--- src/design/sadf_pkg.sv ---
// sadf_pkg: shared constants, types and the crc-32 function for the
// sliding acknowledge frame detector. No dependencies.

package sadf_pkg;

  localparam int WinLen  = 16;
  localparam int KeepLen = 15;
  localparam int CrcLen  = 12;
  localparam int CntW    = $clog2(WinLen);
  localparam int QDepth  = 2;
  localparam int QCntW   = $clog2(QDepth + 1);

  localparam logic [31:0] AckMagic  = 32'h3141_424C;
  localparam logic [31:0] CrcPoly   = 32'hEDB8_8320;
  localparam logic [31:0] StatusOk  = 32'h0000_0001;

  typedef enum logic {
    OP_BYTE  = 1'b0,
    OP_FLUSH = 1'b1
  } op_e;

  typedef struct packed {
    op_e        op;
    logic [7:0] data;
  } cmd_t;

  typedef logic [KeepLen-1:0][7:0] win_t;
  typedef logic [WinLen-1:0][7:0]  frame_t;

  // reflected crc-32, preset all ones, inverted result
  function automatic logic [31:0] crc_head(input logic [CrcLen-1:0][7:0] b);
    logic [31:0] c;
    c = '1;
    for (int i = 0; i < CrcLen; i++) begin
      c = c ^ {24'd0, b[i]};
      for (int k = 0; k < 8; k++) begin
        c = (c >> 1) ^ (CrcPoly & {32{c[0]}});
      end
    end
    return ~c;
  endfunction

endpackage

--- src/design/sadf_in_if.sv ---
// sadf_in_if: input channel of the frame detector (valid, ready, item).
// Depends on nothing.

interface sadf_in_if;
  logic       valid;
  logic       ready;
  logic       kind;
  logic [7:0] rx_byte;

  modport source (output valid, output kind, output rx_byte, input ready);
  modport sink   (input valid, input kind, input rx_byte, output ready);
endinterface

--- src/design/sadf_out_if.sv ---
// sadf_out_if: result channel of the frame detector (valid, ready, item).
// Depends on nothing.

interface sadf_out_if;
  logic valid;
  logic ready;
  logic matched;
  logic resend;

  modport source (output valid, output matched, output resend, input ready);
  modport sink   (input valid, input matched, input resend, output ready);
endinterface

--- src/design/sadf_front.sv ---
// sadf_front: accepts input items, classifies them into commands and holds
// them in a two-entry queue. Depends on sadf_pkg and sadf_in_if.

module sadf_front (
  input  logic          clk_i,
  input  logic          rst_ni,
  sadf_in_if.sink       in_i,
  output logic          cmd_valid_o,
  output sadf_pkg::cmd_t cmd_o,
  input  logic          cmd_ready_i
);

  sadf_pkg::cmd_t                     q_mem_q [sadf_pkg::QDepth];
  logic                               wr_ptr_q, wr_ptr_d;
  logic                               rd_ptr_q, rd_ptr_d;
  logic [sadf_pkg::QCntW-1:0]         cnt_q, cnt_d;
  logic                               push, pop;
  sadf_pkg::cmd_t                     new_cmd;

  assign in_i.ready  = (cnt_q != sadf_pkg::QCntW'(sadf_pkg::QDepth));
  assign push        = in_i.valid && in_i.ready;
  assign cmd_valid_o = (cnt_q != '0);
  assign pop         = cmd_valid_o && cmd_ready_i;
  assign cmd_o       = q_mem_q[rd_ptr_q];

  // classify
  always_comb begin
    new_cmd.op   = in_i.kind ? sadf_pkg::OP_FLUSH : sadf_pkg::OP_BYTE;
    new_cmd.data = in_i.rx_byte;
  end

  always_comb begin
    wr_ptr_d = push ? ~wr_ptr_q : wr_ptr_q;
    rd_ptr_d = pop ? ~rd_ptr_q : rd_ptr_q;
    cnt_d    = cnt_q;
    if (push && !pop) begin
      cnt_d = cnt_q + 1'b1;
    end else if (pop && !push) begin
      cnt_d = cnt_q - 1'b1;
    end
  end

  always_ff @(posedge clk_i or negedge rst_ni) begin
    if (!rst_ni) begin
      wr_ptr_q <= 1'b0;
      rd_ptr_q <= 1'b0;
      cnt_q    <= '0;
    end else begin
      wr_ptr_q <= wr_ptr_d;
      rd_ptr_q <= rd_ptr_d;
      cnt_q    <= cnt_d;
    end
  end

  always_ff @(posedge clk_i) begin
    if (push) begin
      q_mem_q[wr_ptr_q] <= new_cmd;
    end
  end

  a_cnt_range: assert property (@(posedge clk_i) disable iff (!rst_ni)
    cnt_q <= sadf_pkg::QCntW'(sadf_pkg::QDepth))
    else $error("queue count out of range");

  a_ptr_gap: assert property (@(posedge clk_i) disable iff (!rst_ni)
    (cnt_q == '0 || cnt_q == sadf_pkg::QCntW'(sadf_pkg::QDepth)) |-> (wr_ptr_q == rd_ptr_q))
    else $error("queue pointers disagree with count");

  a_push_only: assert property (@(posedge clk_i) disable iff (!rst_ni)
    (push && !pop) |=> (cnt_q == $past(cnt_q) + 1'b1))
    else $error("queue count did not grow on push");

endmodule

--- src/design/sadf_back.sv ---
// sadf_back: runs queued commands against the 15-byte window, checks the
// frame and crc, and registers the result. Depends on sadf_pkg, sadf_out_if.

module sadf_back (
  input  logic           clk_i,
  input  logic           rst_ni,
  input  logic           cfg_we_i,
  input  logic [31:0]    cfg_wdata_i,
  input  logic           cmd_valid_i,
  input  sadf_pkg::cmd_t cmd_i,
  output logic           cmd_ready_o,
  sadf_out_if.source     out_o
);

  sadf_pkg::win_t              win_q, win_d;
  logic [sadf_pkg::CntW-1:0]   cnt_q, cnt_d;
  logic [31:0]                 exp_q;
  logic                        out_valid_q, out_valid_d;
  logic                        matched_q, matched_d;
  logic                        resend_q, resend_d;
  sadf_pkg::frame_t            frame;
  logic                        full;
  logic                        hit;
  logic                        pop;

  assign frame = {cmd_i.data, win_q};
  assign full  = (cnt_q == sadf_pkg::CntW'(sadf_pkg::KeepLen));
  assign hit   = (frame[3:0] == sadf_pkg::AckMagic)
              && (frame[7:4] == exp_q)
              && (frame[11:8] == sadf_pkg::StatusOk)
              && (frame[15:12] == sadf_pkg::crc_head(frame[11:0]));

  assign cmd_ready_o = !out_valid_q || out_o.ready;
  assign pop         = cmd_valid_i && cmd_ready_o;

  assign out_o.valid   = out_valid_q;
  assign out_o.matched = matched_q;
  assign out_o.resend  = resend_q;

  always_comb begin
    win_d       = win_q;
    cnt_d       = cnt_q;
    out_valid_d = out_valid_q && !out_o.ready;
    matched_d   = matched_q;
    resend_d    = resend_q;
    if (pop) begin
      out_valid_d = 1'b1;
      matched_d   = 1'b0;
      resend_d    = 1'b0;
      unique case (cmd_i.op)
        sadf_pkg::OP_FLUSH: begin
          cnt_d    = '0;
          resend_d = 1'b1;
        end
        sadf_pkg::OP_BYTE: begin
          if (full) begin
            if (hit) begin
              cnt_d     = '0;
              matched_d = 1'b1;
            end else begin
              win_d = frame[sadf_pkg::WinLen-1:1];
            end
          end else begin
            for (int i = 0; i < sadf_pkg::KeepLen; i++) begin
              if (cnt_q == sadf_pkg::CntW'(i)) begin
                win_d[i] = cmd_i.data;
              end
            end
            cnt_d = cnt_q + 1'b1;
          end
        end
        default: begin
          cnt_d = cnt_q;
        end
      endcase
    end
  end

  always_ff @(posedge clk_i or negedge rst_ni) begin
    if (!rst_ni) begin
      cnt_q       <= '0;
      exp_q       <= '0;
      out_valid_q <= 1'b0;
    end else begin
      cnt_q       <= cnt_d;
      out_valid_q <= out_valid_d;
      if (cfg_we_i) begin
        exp_q <= cfg_wdata_i;
      end
    end
  end

  always_ff @(posedge clk_i) begin
    win_q     <= win_d;
    matched_q <= matched_d;
    resend_q  <= resend_d;
  end

  a_hit_clears: assert property (@(posedge clk_i) disable iff (!rst_ni)
    (pop && cmd_i.op == sadf_pkg::OP_BYTE && full && hit) |=> (cnt_q == '0))
    else $error("window not cleared after frame match");

  a_pop_result: assert property (@(posedge clk_i) disable iff (!rst_ni)
    pop |=> out_valid_q)
    else $error("no result after command");

  a_one_flag: assert property (@(posedge clk_i) disable iff (!rst_ni)
    out_valid_q |-> !(matched_q && resend_q))
    else $error("matched and resend both set");

  a_miss_keeps: assert property (@(posedge clk_i) disable iff (!rst_ni)
    (pop && cmd_i.op == sadf_pkg::OP_BYTE && full && !hit)
      |=> (cnt_q == sadf_pkg::CntW'(sadf_pkg::KeepLen)))
    else $error("window count lost after miss");

endmodule

--- src/design/sliding_ack_frame_detector_unit.sv ---
// sliding_ack_frame_detector_unit: top level, front queue plus back checker.
// Depends on sadf_pkg, sadf_in_if, sadf_out_if, sadf_front, sadf_back.
//
//   channel   dir  handshake     payload
//   in_i      in   valid/ready   kind, rx_byte
//   out_o     out  valid/ready   matched, resend
//   cfg       in   cfg_we_i      cfg_wdata_i (expected_value)
//
// one item per cycle sustained while out_o is ready; a taken item waits first in
// the queue, then its result is held in the output register
// the frame check and crc over the window head finish in the back stage cycle
// reset clears the window count, the queue and expected_value; no sweep
// an output stall fills the two-entry queue, then in_i.ready drops

module sliding_ack_frame_detector_unit (
  input  logic        clk_i,
  input  logic        rst_ni,
  sadf_in_if.sink     in_i,
  sadf_out_if.source  out_o,
  input  logic        cfg_we_i,
  input  logic [31:0] cfg_wdata_i
);

  logic           cmd_valid;
  logic           cmd_ready;
  sadf_pkg::cmd_t cmd;

  sadf_front u_front (
    .clk_i       (clk_i),
    .rst_ni      (rst_ni),
    .in_i        (in_i),
    .cmd_valid_o (cmd_valid),
    .cmd_o       (cmd),
    .cmd_ready_i (cmd_ready)
  );

  sadf_back u_back (
    .clk_i       (clk_i),
    .rst_ni      (rst_ni),
    .cfg_we_i    (cfg_we_i),
    .cfg_wdata_i (cfg_wdata_i),
    .cmd_valid_i (cmd_valid),
    .cmd_i       (cmd),
    .cmd_ready_o (cmd_ready),
    .out_o       (out_o)
  );

endmodule

--- src/flat_wrapper.sv ---
// flat-port wrapper written by rule: the top's interface ports become plain ports
module sliding_ack_frame_detector_unit_flat 
  (clk_i, rst_ni, cfg_we_i, cfg_wdata_i, in_i_valid, in_i_kind, in_i_rx_byte, in_i_ready, out_o_valid, out_o_matched, out_o_resend, out_o_ready);
  sadf_in_if in_i_i ();
  sadf_out_if out_o_i ();
  input  logic clk_i;
  input  logic rst_ni;
  input  logic cfg_we_i;
  input  logic [31:0] cfg_wdata_i;
  input wire logic [$bits(in_i_i.valid)-1:0] in_i_valid;
  input wire logic [$bits(in_i_i.kind)-1:0] in_i_kind;
  input wire logic [$bits(in_i_i.rx_byte)-1:0] in_i_rx_byte;
  output wire logic [$bits(in_i_i.ready)-1:0] in_i_ready;
  output wire logic [$bits(out_o_i.valid)-1:0] out_o_valid;
  output wire logic [$bits(out_o_i.matched)-1:0] out_o_matched;
  output wire logic [$bits(out_o_i.resend)-1:0] out_o_resend;
  input wire logic [$bits(out_o_i.ready)-1:0] out_o_ready;
  assign in_i_i.valid = in_i_valid;
  assign in_i_i.kind = in_i_kind;
  assign in_i_i.rx_byte = in_i_rx_byte;
  assign in_i_ready = in_i_i.ready;
  assign out_o_valid = out_o_i.valid;
  assign out_o_matched = out_o_i.matched;
  assign out_o_resend = out_o_i.resend;
  assign out_o_i.ready = out_o_ready;
  sliding_ack_frame_detector_unit u_core (.clk_i(clk_i), .rst_ni(rst_ni), .in_i(in_i_i), .out_o(out_o_i), .cfg_we_i(cfg_we_i), .cfg_wdata_i(cfg_wdata_i));
endmodule
--- config.mk ---
export PLATFORM = sky130hd
export DESIGN_NAME = sliding_ack_frame_detector_unit_flat
export DESIGN_NICKNAME = d
export VERILOG_FILES = /design/src/design/sadf_pkg.sv /design/src/design/sadf_in_if.sv /design/src/design/sadf_out_if.sv /design/src/design/sadf_front.sv /design/src/design/sadf_back.sv /design/src/design/sliding_ack_frame_detector_unit.sv /design/src/flat_wrapper.sv
export SDC_FILE = /design/constraint.sdc
export NUM_CORES = 1
export LEC_CHECK = 0
export BUFFER_PORTS_ARGS = -buffer_cell sky130_fd_sc_hd__clkbuf_2
export CAP_MARGIN = 20
export CORE_ASPECT_RATIO = 0.9
export CORE_UTILIZATION = 45
export DETAILED_ROUTE_END_ITERATION = 6
export PLACE_DENSITY = 0.66
export SKIP_CTS_REPAIR_TIMING = 1
export SLEW_MARGIN = 0
export SYNTH_ARGS = -nofsm -noshare
export SYNTH_HDL_FRONTEND = slang
export SYNTH_SLANG_ARGS = --single-unit
--- constraint.sdc ---
create_clock -name clk_i -period 26.7 [get_ports clk_i]
set_clock_uncertainty 0.05 [all_clocks]
set_input_delay 1.335 -clock clk_i [delete_from_list [all_inputs] [get_ports clk_i]]
set_output_delay 1.335 -clock clk_i [all_outputs]
set_load 0.01 [all_outputs]
==> run summary <==
Number of enable flip-flop cells after synthesis - 140
Global-route met2 utilization - 0.361
Detailed-route vias per instance - 5.60
Upper clock frequency limit - 87.9 MHz
Area inside the core boundary - 42900 µm²
Max-capacitance violation count - 0
GRT Overall Usage - 0.236
Commonest register cell after synthesis - sky130_fd_sc_hd__edfxtp_1
Most used standard cells in the synthesized netlist - sky130_fd_sc_hd__xnor2_1 (356), sky130_fd_sc_hd__xnor3_1 (230), sky130_fd_sc_hd__edfxtp_1 (140)
Number of diodes added for antenna fixing - 0
Antenna violation net count after detailed routing - 0
Total negative setup slack - 0 ns
Worst rel slew slack - 0.248
Kind of end point of the critical path - register
Warnings from Yosys - 0
FF+latch count, synth - 181
TritonCTS clock tree - done
Total number of clock tree sinks - 181
Data arrival time of the critical path - 11.44 ns
Vertical extent of the die - 200 µm
Starting utilization of the core area - 0.456
DRC Markers - 0
Number of nets in the synthesized netlist - 1428
Final critical-path required period - 11.38 ns
Clock Tree Root - sky130_fd_sc_hd__clkbuf_16
Number of global-route vias before repair - 11200
Clock latency reported for the late side of the worst-skew pair - 0.42 ns
Global routing met3 resource utilization - 0.0259
Maximum level of the CTS H-tree - 4
Global placement routability congestion - 0.924
Violation count after the first detailed-routing iteration - 1239
Worst slew pin tran - 1.12 ns
Setup Crit Path Kind - reg2reg
Most used standard cell by instance count after synthesis - sky130_fd_sc_hd__xnor2_1
# IOs - 50
Share of layout cells above drive strength 1 - 0.142
Wirelength per Cell - 25.8 µm
Run status - complete, no violations
Proportion of synthesized flip-flops having asynchronous set or reset - 0.227
Number of inserted filler cells in the final layout - 3753
Period utilization - 0.426
Number of buffers created by CTS - 17
Number of setup violations in the final report - 0
Number of port buffers - 49
Top post-synthesis cells by area - sky130_fd_sc_hd__xnor3_1 (27%), sky130_fd_sc_hd__edfxtp_1 (22%), sky130_fd_sc_hd__xnor2_1 (16%)
Antenna violations before repair - 0
Die Area - 44300 µm²
Category of the worst setup path launch point - register
Setup repair after global routing missed its margin - false
Area share of the leading cell type in the synthesized netlist - 0.265
Seq/Total Area, Yosys - 0.268
Pins over their slew limit - 0
DP HPWL - 41.2 mm
Total number of vias - 11000
Num rows - 72
Most utilized layer in the global route result - met1
Die W - 222 µm
Distinct cell type count after synthesis - 54
Final hold viol count - 0
Total routed wirelength - 50.8 mm
Number of iterations in the first detailed-routing pass - 5
Crit-path max FO - 15
Met1 Resource Use GR - 0.369
Global-route wire length before repair - 76.3 mm
Synth Area per Inst - 14.2 µm²
Total congestion overflow after global routing - 0
Tightest Hold Check Type - reg2reg
Required time of the critical path - 26.76 ns
Area of the mapped netlist - 19500 µm²
Number of buffers on the longest clock path - 2
Final #Nets - 1453
Cells after Synth - 1374
Area growth from synthesis to layout - 7.09%
Largest net degree at the start of global routing - 106
Yosys top cell by area - sky130_fd_sc_hd__xnor3_1
Clk pin slew, worst setup/hold paths - 0.07 ns
[flip-flops by register name, indices dropped and copies added (netlist names)]
register                     flops
u_core.u_back.exp_q             32
u_core.u_front.cnt_q             2
u_core.u_front.q_mem_q          18
u_core.u_back.out_o.matched      1
u_core.u_back.out_o.valid        1
u_core.u_front.rd_ptr_q          1
u_core.u_back.cnt_q              4
u_core.u_back.frame            120
u_core.u_front.wr_ptr_q          1
u_core.u_back.out_o.resend       1
[area by class of cell]
class	instances	area [µm²]	share of cell area
inverter	19	71.3	0.00341
clock inverter	14	174	0.00831
tap	555	694	0.0332
sequential	181	5230	0.250
timing repair buffer	54	293	0.0140
multi-input combinational	1126	14000	0.671
clock buffer	18	429	0.0205
[placed cells by master (no fill, tap or decap), drive strengths merged, types with 3 or more instances in the layout]
cell	instances
a2111oi	3
a21oi	12
a31oi	3
and3	6
buf	4
bufinv	3
clkbuf	68
clkinv	7
dfrtp	41
edfxtp	140
ha	8
inv	23
mux2	34
mux2i	10
nand2	14
nand2b	5
nand3	9
nand4	12
nor2	24
nor3	12
nor4	13
nor4b	5
o21a	112
o21ai	5
o221ai	3
or3	3
xnor2	386
xnor3	246
xor2	141
xor3	47
[metrics by stage]
stage	util	area [µm²]	setup WS [ns]	hold WS, ns	cells
after global placement	0.473	20300	15.38	0.428	1932
after CTS	0.487	20900	15.44	0.448	1964
after floorplan	-	19500	17.05	0.411	1374
final	0.488	20900	15.32	0.448	1967
after detailed placement	0.473	20300	15.48	0.434	1932
after global routing	0.488	20900	14.86	0.465	1967
[kinds of logic (layout without fill, tap and decap cells)]
family,count (synthesis),after routing,share of synthesized area
buffers and inverters,67,105,0.0151
adders and majority gates,8,8,0.00512
AOI/OAI and AO/OA,144,144,0.0548
and+or+nand+nor,110,110,0.0305
DFF,181,181,0.268
xor gates and xnor gates,820,820,0.602
muxes,44,44,0.0247
[per-layer routing]
layer / wire length (µm) / share of wire
met1: 24200 / 0.48
met2: 22200 / 0.44
met3: 4110 / 0.081
met4: 351 / 0.0069
met5: 0 / 0
[critical path: stages (launching register included)]
cell	delay, ns
sky130_fd_sc_hd__edfxtp_1	0.67
sky130_fd_sc_hd__inv_1	0.14
sky130_fd_sc_hd__ha_1	0.38
sky130_fd_sc_hd__xnor2_1	0.50
sky130_fd_sc_hd__xor3_1	0.61
sky130_fd_sc_hd__xnor3_1	0.73
sky130_fd_sc_hd__xnor2_1	0.23
sky130_fd_sc_hd__xnor3_1	0.37
sky130_fd_sc_hd__xnor2_1	0.18
sky130_fd_sc_hd__xnor2_1	0.75
sky130_fd_sc_hd__xnor3_1	0.81
sky130_fd_sc_hd__xnor3_2	0.66
sky130_fd_sc_hd__xnor3_1	0.48
sky130_fd_sc_hd__xnor3_1	0.49
sky130_fd_sc_hd__xor2_2	0.43
sky130_fd_sc_hd__xnor2_1	0.14
sky130_fd_sc_hd__xnor3_1	0.78
sky130_fd_sc_hd__xnor3_1	0.52
sky130_fd_sc_hd__xnor2_1	0.18
sky130_fd_sc_hd__or3_1	0.37
sky130_fd_sc_hd__a2111oi_1	0.54
sky130_fd_sc_hd__nand3_2	0.28
sky130_fd_sc_hd__o21ai_4	0.46
sky130_fd_sc_hd__nor2_1	0.30
[path summary, 6_finish.rpt]
kind | from | to | slack (ns) | depth (start not counted)
worst max-delay path | u_core.u_back.frame[4] | u_core.u_back.frame[75] | 15.32 | 23
worst min-delay path | u_core.u_front.wr_ptr_q | u_core.u_front.wr_ptr_q | 0.45 | 1
worst max register to register | u_core.u_back.frame[4] | u_core.u_back.frame[75] | 15.32 | 23
worst min register to register | u_core.u_front.wr_ptr_q | u_core.u_front.wr_ptr_q | 0.45 | 1
max in group asynchronous | rst_ni | u_core.u_back.exp_q[10] | 25.52 | 2
min in group asynchronous | rst_ni | u_core.u_front.wr_ptr_q | 0.67 | 1
Power is not shown: default switching activity piles up to over one toggle a cycle in this logic, so the estimate is an artifact.
